<file path="config.mk">
export PLATFORM = sky130hd
export DESIGN_NAME = throttled_event_queue_flat
export DESIGN_NICKNAME = d
export VERILOG_FILES = /design/src/rtl/tevq_pkg.sv /design/src/rtl/tevq_if.sv /design/src/rtl/throttled_event_queue.sv /design/src/flat_wrapper.sv
export SDC_FILE = /design/constraint.sdc
export NUM_CORES = 2
export LEC_CHECK = 0
export BUFFER_PORTS_ARGS = -buffer_cell sky130_fd_sc_hd__buf_2
export CELL_PAD_IN_SITES_DETAIL_PLACEMENT = 2
export CELL_PAD_IN_SITES_GLOBAL_PLACEMENT = 2
export CORE_MARGIN = 2
export CORE_UTILIZATION = 40
export CTS_BUF_LIST = sky130_fd_sc_hd__clkbuf_2 sky130_fd_sc_hd__clkbuf_4 sky130_fd_sc_hd__clkbuf_8
export DETAILED_ROUTE_END_ITERATION = 8
export GPL_ROUTABILITY_DRIVEN = 0
export HOLD_SLACK_MARGIN = 0.03
export PLACE_DENSITY = 0.65
export SLEW_MARGIN = 20
export SYNTH_ARGS = -nofsm -noshare
export SYNTH_HDL_FRONTEND = slang
export SYNTH_SLANG_ARGS = --single-unit
export TNS_END_PERCENT = 10
</file>
<file path="constraint.sdc">
create_clock -name clk -period 9.1 [get_ports clk]
set_clock_uncertainty 0.05 [all_clocks]
set_input_delay 1.82 -clock clk [delete_from_list [all_inputs] [get_ports clk]]
set_output_delay 1.82 -clock clk [all_outputs]
set_load 0.05 [all_outputs]
</file>
<file path="src/rtl/tevq_pkg.sv">
// Shared types, codes and constants of the throttled event queue.
package tevq_pkg;

  localparam int TIME_W     = 32;
  localparam int SEQ_W      = 32;
  localparam int EV_IN_W    = 8;
  localparam int EV_OUT_W   = 5;
  localparam int CFG_IDX_W  = 8;
  localparam int CFG_DATA_W = 32;
  localparam int ENTRY_W    = SEQ_W + EV_OUT_W;

  localparam int EVENT_COUNT_DEF = 32;
  localparam int RING_DEPTH_DEF  = 16;

  localparam logic [TIME_W-1:0]   COOLDOWN_RST = 32'd1000;
  localparam logic [TIME_W-1:0]   GAP_RST      = 32'd250;
  localparam logic [EV_OUT_W-1:0] PRIO_RST     = 5'd12;
  localparam logic [31:0]         MASK_RST     = 32'd0;

  localparam logic [CFG_IDX_W-1:0] CFG_COOLDOWN = 8'd0;
  localparam logic [CFG_IDX_W-1:0] CFG_GAP      = 8'd1;
  localparam logic [CFG_IDX_W-1:0] CFG_PRIO     = 8'd2;
  localparam logic [CFG_IDX_W-1:0] CFG_MASK     = 8'd3;

  localparam logic CMD_TRIGGER = 1'b0;
  localparam logic CMD_POP     = 1'b1;

  typedef enum logic [2:0] {
    ST_QUEUED     = 3'd0,
    ST_BAD_INDEX  = 3'd1,
    ST_UNASSIGNED = 3'd2,
    ST_COOLDOWN   = 3'd3,
    ST_GAP        = 3'd4,
    ST_FULL       = 3'd5,
    ST_POPPED     = 3'd6,
    ST_EMPTY      = 3'd7
  } status_t;

  typedef enum logic {
    S_IDLE,
    S_EXEC
  } state_t;

endpackage

</file>
<file path="src/rtl/tevq_if.sv">
// Handshake channels of the throttled event queue: command, result and configuration.
interface tevq_cmd_if;
  logic                          valid;
  logic                          ready;
  logic                          command;
  logic [tevq_pkg::EV_IN_W-1:0]  event_index;
  logic [tevq_pkg::TIME_W-1:0]   time_now;
  logic                          bypass;

  modport source (output valid, command, event_index, time_now, bypass, input ready);
  modport sink   (input valid, command, event_index, time_now, bypass, output ready);
endinterface

interface tevq_res_if;
  logic                          valid;
  logic                          ready;
  tevq_pkg::status_t             status;
  logic                          out_valid;
  logic [tevq_pkg::SEQ_W-1:0]    out_sequence;
  logic [tevq_pkg::EV_OUT_W-1:0] out_event;

  modport source (output valid, status, out_valid, out_sequence, out_event, input ready);
  modport sink   (input valid, status, out_valid, out_sequence, out_event, output ready);
endinterface

interface tevq_cfg_if;
  logic                            valid;
  logic                            ready;
  logic [tevq_pkg::CFG_IDX_W-1:0]  index;
  logic [tevq_pkg::CFG_DATA_W-1:0] data;

  modport source (output valid, index, data, input ready);
  modport sink   (input valid, index, data, output ready);
endinterface

</file>
<file path="src/rtl/throttled_event_queue.sv">
// Throttled event queue: rate-limited event triggers feeding a ring of queued entries.
//
// Usage: every word on the cmd channel is either a trigger (command 0) or a pop
// (command 1), and each produces exactly one word on the res channel. A trigger
// is checked for a legal index, an assigned clip, the per-event cooldown and the
// global gap (both skipped with bypass or for the priority event), then queued
// unless the ring already holds RING_DEPTH-1 entries. A pop returns the oldest
// entry or reports the ring empty. The cfg channel is ready whenever reset is low;
// the user writes configuration on it only while no command is in flight (unchecked).
//
// Sequence: a command accepted in idle is captured along with the reads of the
// timing table and ring memories; in the exec state it is decided, written back
// and its result loaded into the output register on res. The block handles one
// command at a time and takes no new command until the exec state is done, as
// the memories are read on accept and written back from the exec state.
// A result waiting on a stalled receiver sits in the output register; the next
// command is still accepted, but its write-back waits until that result is taken.
//
// Reset (synchronous, active high) clears the pointers, the sequence counter,
// the last-any time and the per-event valid bits of the timing table, and loads
// the configuration defaults. The ring contents are not cleared. Neither the cmd
// nor the cfg channel is ready while reset is high.
module throttled_event_queue #(
  parameter int EVENT_COUNT = tevq_pkg::EVENT_COUNT_DEF,
  parameter int RING_DEPTH  = tevq_pkg::RING_DEPTH_DEF
) (
  input logic       clk,
  input logic       rst,
  tevq_cfg_if.sink  cfg,
  tevq_cmd_if.sink  cmd,
  tevq_res_if.source res
);
  import tevq_pkg::*;

  localparam int EV_W  = $clog2(EVENT_COUNT);
  localparam int PTR_W = $clog2(RING_DEPTH);

  // Configuration registers.
  logic [TIME_W-1:0]   cooldown;
  logic [TIME_W-1:0]   gap;
  logic [EV_OUT_W-1:0] prio;
  logic [31:0]         mask;

  assign cfg.ready = !rst;

  always_ff @(posedge clk) begin
    if (rst) begin
      cooldown <= COOLDOWN_RST;
      gap      <= GAP_RST;
      prio     <= PRIO_RST;
      mask     <= MASK_RST;
    end else if (cfg.valid) begin
      unique case (cfg.index)
        CFG_COOLDOWN: cooldown <= cfg.data;
        CFG_GAP:      gap      <= cfg.data;
        CFG_PRIO:     prio     <= cfg.data[EV_OUT_W-1:0];
        CFG_MASK:     mask     <= cfg.data;
        default: ;
      endcase
    end
  end

  // Sequencer: accept in idle, decide and write back in exec.
  state_t state;
  state_t state_next;
  logic   cmd_acc;
  logic   exec_fire;

  assign cmd_acc = cmd.valid && cmd.ready;

  always_comb begin
    state_next = state;
    unique case (state)
      S_IDLE: if (cmd_acc) state_next = S_EXEC;
      S_EXEC: if (exec_fire) state_next = S_IDLE;
      default: state_next = S_IDLE;
    endcase
  end

  always_comb begin
    cmd.ready = (state == S_IDLE) && !rst;
    exec_fire = (state == S_EXEC) && (!res.valid || res.ready);
  end

  always_ff @(posedge clk) begin
    if (rst) begin
      state <= S_IDLE;
    end else begin
      state <= state_next;
    end
  end

  // Captured command.
  logic                command_q;
  logic [EV_IN_W-1:0]  ev_q;
  logic [TIME_W-1:0]   now_q;
  logic                bypass_q;

  always_ff @(posedge clk) begin
    if (cmd_acc) begin
      command_q <= cmd.command;
      ev_q      <= cmd.event_index;
      now_q     <= cmd.time_now;
      bypass_q  <= cmd.bypass;
    end
  end

  // Queue pointers and counters.
  logic [PTR_W-1:0]  wp;
  logic [PTR_W-1:0]  rp;
  logic [PTR_W-1:0]  wp_next;
  logic [PTR_W-1:0]  rp_next;
  logic [SEQ_W-1:0]  seq;
  logic [TIME_W-1:0] last_any;

  function automatic logic [PTR_W-1:0] adv(input logic [PTR_W-1:0] p);
    return (p == PTR_W'(RING_DEPTH - 1)) ? '0 : p + PTR_W'(1);
  endfunction

  assign wp_next = adv(wp);
  assign rp_next = adv(rp);

  // Timing table: memory with one valid bit per event, cleared at reset.
  logic [TIME_W-1:0]      fire_mem [EVENT_COUNT];
  logic [EVENT_COUNT-1:0] fire_vld;
  logic [TIME_W-1:0]      fire_rd;
  logic                   fire_vld_rd;
  logic                   cmd_in_range;
  logic [EV_W-1:0]        cmd_ev_idx;

  assign cmd_in_range = cmd.event_index < EV_IN_W'(EVENT_COUNT);
  assign cmd_ev_idx   = cmd.event_index[EV_W-1:0];

  // Ring memory: sequence number and event index per entry.
  logic [ENTRY_W-1:0] ring_mem [RING_DEPTH];
  logic [ENTRY_W-1:0] ring_rd;

  // Decision for the captured command.
  logic              ev_bad;
  logic              ev_unassigned;
  logic              exempt;
  logic              cool_hit;
  logic              gap_hit;
  logic [TIME_W-1:0] cool_delta;
  logic [TIME_W-1:0] gap_delta;
  logic [TIME_W-1:0] stamp;
  status_t           status_d;

  assign cool_delta = now_q - fire_rd;
  assign gap_delta  = now_q - last_any;
  assign stamp      = (now_q != '0) ? now_q : TIME_W'(1);

  always_comb begin
    ev_bad        = ev_q >= EV_IN_W'(EVENT_COUNT);
    ev_unassigned = (ev_q >= EV_IN_W'(32)) || !mask[ev_q[EV_OUT_W-1:0]];
    exempt        = bypass_q || (ev_q == {{(EV_IN_W - EV_OUT_W){1'b0}}, prio});
    cool_hit      = fire_vld_rd && (cool_delta < cooldown);
    gap_hit       = (last_any != '0) && (gap_delta < gap);
    if (command_q == CMD_POP) begin
      status_d = (rp == wp) ? ST_EMPTY : ST_POPPED;
    end else if (ev_bad) begin
      status_d = ST_BAD_INDEX;
    end else if (ev_unassigned) begin
      status_d = ST_UNASSIGNED;
    end else if (!exempt && cool_hit) begin
      status_d = ST_COOLDOWN;
    end else if (!exempt && gap_hit) begin
      status_d = ST_GAP;
    end else if (wp_next == rp) begin
      status_d = ST_FULL;
    end else begin
      status_d = ST_QUEUED;
    end
  end

  logic do_queue;
  logic do_pop;

  assign do_queue = exec_fire && (status_d == ST_QUEUED);
  assign do_pop   = exec_fire && (status_d == ST_POPPED);

  // Memory reads on accept; write-back from the exec cycle. The write of one
  // command always lands before the next command's read, so no forwarding is needed.
  always_ff @(posedge clk) begin
    if (cmd_acc) begin
      if (cmd_in_range) begin
        fire_rd     <= fire_mem[cmd_ev_idx];
        fire_vld_rd <= fire_vld[cmd_ev_idx];
      end else begin
        fire_rd     <= '0;
        fire_vld_rd <= 1'b0;
      end
      ring_rd <= ring_mem[rp];
    end
    if (do_queue) begin
      fire_mem[ev_q[EV_W-1:0]] <= stamp;
      ring_mem[wp]             <= {seq + SEQ_W'(1), ev_q[EV_OUT_W-1:0]};
    end
  end

  always_ff @(posedge clk) begin
    if (rst) begin
      fire_vld <= '0;
      wp       <= '0;
      rp       <= '0;
      seq      <= '0;
      last_any <= '0;
    end else begin
      if (do_queue) begin
        fire_vld[ev_q[EV_W-1:0]] <= 1'b1;
        wp       <= wp_next;
        seq      <= seq + SEQ_W'(1);
        last_any <= stamp;
      end
      if (do_pop) begin
        rp <= rp_next;
      end
    end
  end

  // Output register: holds a result until the receiver takes it.
  always_ff @(posedge clk) begin
    if (rst) begin
      res.valid <= 1'b0;
    end else if (exec_fire) begin
      res.valid <= 1'b1;
    end else if (res.ready) begin
      res.valid <= 1'b0;
    end
  end

  always_ff @(posedge clk) begin
    if (exec_fire) begin
      res.status <= status_d;
      if (status_d == ST_POPPED) begin
        res.out_valid    <= 1'b1;
        res.out_sequence <= ring_rd[ENTRY_W-1:EV_OUT_W];
        res.out_event    <= ring_rd[EV_OUT_W-1:0];
      end else begin
        res.out_valid    <= 1'b0;
        res.out_sequence <= '0;
        res.out_event    <= '0;
      end
    end
  end

  // A queued entry never makes the ring look empty.
  a_queue_not_empty: assert property (@(posedge clk) disable iff (rst)
    do_queue |=> (wp != rp))
    else $error("ring overran after a queued trigger");

  // A pop is only reported when the ring held an entry.
  a_pop_nonempty: assert property (@(posedge clk) disable iff (rst)
    do_pop |-> (rp != wp))
    else $error("pop reported on an empty ring");

  // Rejected triggers and empty pops leave the pointers alone.
  a_reject_stable: assert property (@(posedge clk) disable iff (rst)
    (exec_fire && !do_queue && !do_pop) |=> ($stable(wp) && $stable(rp)))
    else $error("pointer moved on a rejected command");

  // The entry flag of a result goes only with a popped status.
  a_out_valid_popped: assert property (@(posedge clk) disable iff (rst)
    (res.valid && res.out_valid) |-> (res.status == ST_POPPED))
    else $error("entry delivered without popped status");

endmodule

</file>
<file path="src/flat_wrapper.sv">
// flat-port wrapper written by rule: the top's interface ports become plain ports
module throttled_event_queue_flat import tevq_pkg::*;
#(
  parameter int EVENT_COUNT = tevq_pkg::EVENT_COUNT_DEF,
  parameter int RING_DEPTH  = tevq_pkg::RING_DEPTH_DEF
)
  (clk, rst, cfg_valid, cfg_index, cfg_data, cfg_ready, cmd_valid, cmd_command, cmd_event_index, cmd_time_now, cmd_bypass, cmd_ready, res_valid, res_status, res_out_valid, res_out_sequence, res_out_event, res_ready);
  tevq_cfg_if cfg_i ();
  tevq_cmd_if cmd_i ();
  tevq_res_if res_i ();
  input logic clk;
  input logic rst;
  input wire logic [$bits(cfg_i.valid)-1:0] cfg_valid;
  input wire logic [$bits(cfg_i.index)-1:0] cfg_index;
  input wire logic [$bits(cfg_i.data)-1:0] cfg_data;
  output wire logic [$bits(cfg_i.ready)-1:0] cfg_ready;
  input wire logic [$bits(cmd_i.valid)-1:0] cmd_valid;
  input wire logic [$bits(cmd_i.command)-1:0] cmd_command;
  input wire logic [$bits(cmd_i.event_index)-1:0] cmd_event_index;
  input wire logic [$bits(cmd_i.time_now)-1:0] cmd_time_now;
  input wire logic [$bits(cmd_i.bypass)-1:0] cmd_bypass;
  output wire logic [$bits(cmd_i.ready)-1:0] cmd_ready;
  output wire logic [$bits(res_i.valid)-1:0] res_valid;
  output wire logic [$bits(res_i.status)-1:0] res_status;
  output wire logic [$bits(res_i.out_valid)-1:0] res_out_valid;
  output wire logic [$bits(res_i.out_sequence)-1:0] res_out_sequence;
  output wire logic [$bits(res_i.out_event)-1:0] res_out_event;
  input wire logic [$bits(res_i.ready)-1:0] res_ready;
  assign cfg_i.valid = cfg_valid;
  assign cfg_i.index = cfg_index;
  assign cfg_i.data = cfg_data;
  assign cfg_ready = cfg_i.ready;
  assign cmd_i.valid = cmd_valid;
  assign cmd_i.command = cmd_command;
  assign cmd_i.event_index = cmd_event_index;
  assign cmd_i.time_now = cmd_time_now;
  assign cmd_i.bypass = cmd_bypass;
  assign cmd_ready = cmd_i.ready;
  assign res_valid = res_i.valid;
  assign res_status = res_i.status;
  assign res_out_valid = res_i.out_valid;
  assign res_out_sequence = res_i.out_sequence;
  assign res_out_event = res_i.out_event;
  assign res_i.ready = res_ready;
  throttled_event_queue #(.EVENT_COUNT(EVENT_COUNT), .RING_DEPTH(RING_DEPTH)) u_core (.clk(clk), .rst(rst), .cfg(cfg_i), .cmd(cmd_i), .res(res_i));
endmodule
</file>
[After elaboration in Yosys (flattened, before gate mapping)]
Memories as Yosys holds them, arrays and structs flattened. A register that Yosys moved wholly into a read port is not among the register bits.
Index checks and enable logic that the tools add are counted.
Word-level totals
  register bits: 291
  memory bits (writable): 1616
  output and inout bits: 44
  memories: 2
Memories
  u_core.fire_mem: depth 32, width 32, read ports 1, clocked after memory_dff 1, write ports 1, line throttled_event_queue.sv:124  | logic [TIME_W-1:0] fire_mem [EVENT_COUNT];
  u_core.ring_mem: depth 16, width 37, read ports 1, clocked after memory_dff 1, write ports 1, line throttled_event_queue.sv:135  | logic [ENTRY_W-1:0] ring_mem [RING_DEPTH];
Cells by class
  $add $sub $neg: 5
  magnitude comparators: 7
  equality and inequality tests: 9
  multiplexer cells: 24
  bitwise operators: 2
  reduce and logical (&&, ||, !) cells: 27
Operators with widths (number)
  $lt 32x32->1: 2
  $reduce_bool 32->1: 2
  $sub 32x32->32: 2
  $add 32x1->32 const B: 1
  $mux 32: 1
  $or 32x32->32: 1
  $mux 3: 6
  $eq 8x2->1 const B: 2
  $lt 5x6->1 const B: 2
  $mux 1: 11
  $bmux 1 s5: 2
  $logic_and 1x1->1: 10
  $add 4x1->4 const B: 2
  $eq 4x4->1: 2
  $eq 4x4->1 const B: 2
  $eq 8x1->1 const B: 1
  $eq 8x5->1: 1
  $ge 8x6->1 const B: 1
  $logic_not 8->1: 1
  $lt 8x6->1 const B: 1
  $mux 4: 2
  $reduce_and 2->1: 4
  $demux 1 s5: 1
  $ge 5x1->1 const B: 1
  other kinds (7): 13

[Depth between registers and ports, before layout]
  word-level depth: 13
  mapped depth: 28

[Worst setup path before layout]
No wires, ideal clock.
  path type: register to register
  from: register u_core.now_q[0]
  to: memory u_core.ring_mem[0][0] (netlist bit), enable pin
  library setup time: 0.477 ns
  arrival time: 7.420 ns
  required time: 8.573 ns
  path slack: 1.152 ns
  stages on the path, launching flop included: 27
  path through: edfxtp_1 inv_1 ha_1 inv_1 fa_1 a21o_1 a21o_1 a2111oi_2 o31ai_1 o21a_1 a211oi_1 nor2_1 a21o_1 a21oi_1 xnor2_1 ha_1 and3_1 nand3_1 or4_1 a31oi_1 or3_1 a31o_1 and3_1 buf_2 buf_6 nand2_1 nor3_1
Between the ends
  longest elaborated chain between the ends: 13
  elaborated cells between the ends (all ways): 17
  those cells by class: add/sub (2); order compare (2); mux (7); reduce/logical (6)
RTL lines
  start: declaration: line throttled_event_queue.sv:96  | logic [TIME_W-1:0] now_q;
  start signal: assignment: line throttled_event_queue.sv:103  | now_q <= cmd.time_now;
  $sub 32x32->32: line throttled_event_queue.sv:150  | assign gap_delta = now_q - last_any;
  $lt 32x32->1: line throttled_event_queue.sv:158  | gap_hit = (last_any != '0) && (gap_delta < gap);
  $logic_and 1x1->1: line throttled_event_queue.sv:158
  $logic_and 1x1->1: line throttled_event_queue.sv:167  | end else if (!exempt && gap_hit) begin
  $mux 3: line throttled_event_queue.sv:167
  $mux 3 (*): line throttled_event_queue.sv:165  | end else if (!exempt && cool_hit) begin
  $mux 3 (*): line throttled_event_queue.sv:163  | end else if (ev_unassigned) begin
  $mux 3 (*): line throttled_event_queue.sv:161  | end else if (ev_bad) begin
  $mux 3 (*): line throttled_event_queue.sv:159  | if (command_q == CMD_POP) begin
  $logic_not 3->1 (*): line throttled_event_queue.sv:179  | assign do_queue = exec_fire && (status_d == ST_QUEUED);
  $logic_and 1x1->1 (*): line throttled_event_queue.sv:179
  $mux 1 (*): line throttled_event_queue.sv:195  | if (do_queue) begin
  $mux 1 (implied by the code) (*): line throttled_event_queue.sv:197  | ring_mem[wp] <= {seq + SEQ_W'(1), ev_q[EV_OUT_W-1:0]};
  end: declaration: line throttled_event_queue.sv:135
Every way passes the cells marked *; elsewhere a longest branch is shown, timed or not.

[Worst setup path after layout]
  from: register u_core.now_q[1]
  to: memory u_core.fire_mem[11][4], enable pin
Between the ends
  longest elaborated chain between the ends: 13
  elaborated cells between the ends (all ways): 17
  those cells by class: add/sub (2); order compare (2); mux (7); reduce/logical (6)
RTL lines
  $sub 32x32->32: line throttled_event_queue.sv:150
  $lt 32x32->1: line throttled_event_queue.sv:158
  $logic_and 1x1->1: line throttled_event_queue.sv:158
  $logic_and 1x1->1: line throttled_event_queue.sv:167
  $mux 3: line throttled_event_queue.sv:167
  $mux 3 (*): line throttled_event_queue.sv:165
  $mux 3 (*): line throttled_event_queue.sv:163
  $mux 3 (*): line throttled_event_queue.sv:161
  $mux 3 (*): line throttled_event_queue.sv:159
  $logic_not 3->1 (*): line throttled_event_queue.sv:179
  $logic_and 1x1->1 (*): line throttled_event_queue.sv:179
  $mux 1 (*): line throttled_event_queue.sv:195
  $mux 1 (implied by the code) (*): line throttled_event_queue.sv:196  | fire_mem[ev_q[EV_W-1:0]] <= stamp;
  end: declaration: line throttled_event_queue.sv:124
Marks and branches as above.

==> impl_metrics.csv <==
group,metric,value,unit
outcome,status,"finished, final reports clean",
hold_path,hold_depth,2,
power_and_ir_drop,p_sw,4.222,mW
power_and_ir_drop,clkPwrFrac,42.7,%
critical_path,cp.depth,23,
sta,setup_viol,0,
sta,hold_violations,0,
sta,worst_pin_slew,1.106,ns
placed_design,io_buffers,130,
cells_and_area,drive_gt1_share,28.98,%
clock_tree,cts.sinks,1976,
logic_synthesis,ys_async_sr_fraction,0,%
logic_synthesis,synth_sequential_area_ratio,71.79,%
floorplan,fp.dieH,450.6,um
sta,timing.setup.tns,0,ns
logic_synthesis,syn_nets,4563,
routing,firstDrtPassIters,7,
clock_tree,clock_latency,1.04,ns
floorplan,start_util,40.32,%
sta,rsz0062_at_grt,"false",
cells_and_area,instances_no_fill,7613,
power_and_ir_drop,vdd_ir_drop_max,0.0001165,V
floorplan,rows,163,
critical_path,critical-path-max-stage-delay,0.70,ns
global_routing,antenna_found_initial,20,
global_routing,overflow,0,
logic_synthesis,synth.top_cell.area_share,66.59,%
clock_tree,cts_htree_levels,5,
logic_synthesis,synth_edf_count,1769,
clock_tree,cts_tree,"built",
placed_design,placed_cells,7015,
global_routing,grt_pass1_vias,46780,
power_and_ir_drop,combPwrFrac,4.7,%
hold_path,hold_class,"flop to flop",
global_routing,grt_max_degree,102,
floorplan,die_x,450.6,um
routing,drtIter0Drc,4027,
flow_run,max_cap_viol_count,0,
clock_tree,cts_made_buffers,347,
critical_path,crit_path_start_kind,"flop",
logic_synthesis,yosys_warnings,0,
critical_path,cp.arrival,8.09,ns
logic_synthesis,synth.distinct_cells,71,
routing,viasPerCell,5.629,
sta,final.period_utilization,82.28,%
logic_synthesis,ys_ff_latch,1976,
floorplan,coreArea,197800,sq um
routing,vias,42850,
clock_tree,post_cts_buffers,0,
critical_path,crit_buf_inv,2,
sta,max_freq,133.6,MHz
critical_path,cp-end-kind,"flop",
power_and_ir_drop,p_leak,29.57,nW
clock_tree,cts_resized,0,
critical_path,path_delay_family,"simple AND/OR/NAND/NOR gates",
global_routing,track_usage,23.21,%
routing,wl_per_cell,30.89,um
sta,period_minus_slack,7.487,ns
critical_path,crit_path_top_delay_cell,"nor2_4",
routing,drc_errors,0,
critical_path,required,9.70,ns
logic_synthesis,syn-instance-count,4344,
logic_synthesis,avgSynthCellArea,18.36,sq um
placed_design,dp_hpwl,146600,um
routing,postRouteAntennaNets,0,
logic_synthesis,synth_commonest_cells,"edfxtp_1, mux4_2, nand2_1",
critical_path,worst_path_most_repeated_cell,"a21o_1",
power_and_ir_drop,p_per_area,205.6,nW/um^2
sta,drv_slew,0,
power_and_ir_drop,intPower,14.54,mW
critical_path,cp_max_fo,35,
power_and_ir_drop,p_seq_share,52.6,%
floorplan,io_pins,131,
logic_synthesis,syn_area,79770,sq um
routing,drt-total-wl,235200,um
critical_path,r2r_cells,23,
logic_synthesis,ys.flop_type,"edfxtp_1",
critical_path,crit_chain,"buf_4 > fa_1 > a21o_1 > a21o_1 > a2111oi_2 > o31ai_1 > o21a_1 > a211oi_1 > nor2_1 > a21o_1 > a21oi_1 > xnor2_1 > ha_1 > and3_1 > nand3_1 > or4_1 > a31oi_1 > or3_1 > a31o_1 > and3_2 > nand3_2 > nor2_4 > buf_12",
sta,relSlewSlack,26.04,%
logic_synthesis,synthTopCellsByArea,"edfxtp_1, mux4_2, dfxtp_1",
floorplan,dieArea,203000,sq um
critical_path,criticalPathCategory,"flop to flop",
clock_tree,cts_buffer_depth,4,
logic_synthesis,synth.largest_area_cell,"edfxtp_1",
cells_and_area,syn_to_final_growth,14.37,%
clock_tree,clkTransAtPathRegs,0.06,ns
global_routing,grt_pass1_wl,343300,um
clock_tree,postCtsHoldBufs,0,
power_and_ir_drop,p_sw_share,22.51,%
cells_and_area,nets,4946,
logic_synthesis,synth_most_common_cell,"edfxtp_1",
clock_tree,cts-root-buf,"clkbuf_8",
through the flow:
step           cell area [sq um]  util, %  hold slack, ns  power [mW]  setup slack (ns)
3_3_place_gp               84530    42.73          0.3871       10.92             1.766
2_1_floorplan              79770        -          0.3792       10.59             1.152
4_1_cts                    91120    46.06          0.4042       19.00             1.506
6_report                   91230    46.11          0.4040       18.76             1.613
3_5_place_dp               84560    42.74          0.3965       10.94             1.591
5_1_grt                    91220    46.11          0.4125       19.38             1.209
layout make-up:
class | instances | area [sq um]
fill | 18120 | 106600
sequential | 1976 | 57280
multi-input combinational | 1974 | 21400
clock buffer | 506 | 6101
tap | 2640 | 3303
timing repair buffer | 279 | 2107
inverter | 149 | 559.3
clock inverter | 82 | 465.4
antenna | 7 | 17.52
worst paths after layout:
| kind | slack, ns | end | from |
|---|---|---|---|
| worst max-delay path | 1.61 | u_core.fire_mem[11][4] | u_core.now_q[1] |
| worst min-delay path | 0.40 | u_core.mask[23] | u_core.mask[23] |
| worst min register to register | 0.40 | u_core.mask[23] | u_core.mask[23] |
| worst max register to register | 1.61 | u_core.fire_mem[11][4] | u_core.now_q[1] |
state kept, by name, indices dropped and copies added, names as in the netlist, 3 cells and up:
register / flops
u_core.now_q: 32
u_core.fire_vld: 32
u_core.fire_mem: 1024
u_core.wp: 4
u_core.ev_q: 8
u_core.last_any: 32
u_core.prio: 5
u_core.cooldown: 32
u_core.res.status: 3
u_core.res.out_event: 5
u_core.seq: 32
u_core.ring_mem: 592
u_core.fire_rd: 32
u_core.ring_rd: 37
u_core.res.out_sequence: 32
u_core.mask: 32
u_core.rp: 4
u_core.gap: 32
cells in the final DEF, fill, tap and decap left out, drive strengths merged, types with 34 or more instances in the layout:
cell    count
dfxtp     207
mux2i      57
clkbuf    506
nand4      37
and2       45
ha        130
a21o       57
a31oi      34
xor2       64
buf       279
nor2      184
inv       151
mux4      517
a21oi     193
nand2     302
o21ai      43
edfxtp   1769
xnor2      56
clkinv     71
worst min-delay path, cell delays in order (launching register included):
cell and delay [ns]:
dfxtp_1 0.31, nand2_1 0.05, a21oi_1 0.05
cells by family after synthesis:
group / count (synthesis) / share of synthesized area (%)
simple gates: 727 / 4.312
mux: 574 / 15.31
compound gates: 421 / 3.211
flops: 1976 / 71.79
xor+xnor: 120 / 1.318
buf+inv: 394 / 1.969
fa+ha+maj: 132 / 2.089
per-layer routing:
| layer | global-route usage (%) | part of all wire [%] | vias up |
|---|---|---|---|
| li1 | - | - | 18020 |
| met1 | 33.16 | 44 | 23120 |
| met2 | 37.34 | 48 | 1323 |
| met3 | 3.153 | 5.0 | 384 |
| met4 | 6.637 | 2.4 | 6 |
| met5 | 0 | 0.018 | - |
power by group through the flow:
| stage | registers, mW | logic [mW] | clock network, mW |
|---|---|---|---|
| floorplan | 10.1 | 0.507 | 0 |
| global route | 9.86 | 0.948 | 8.57 |
| finish | 9.86 | 0.882 | 8.01 |
| detailed placement | 10.1 | 0.889 | 0 |
| CTS | 9.86 | 0.893 | 8.24 |
| global placement | 10.1 | 0.867 | 0 |
(Power assumes the default switching activity.)
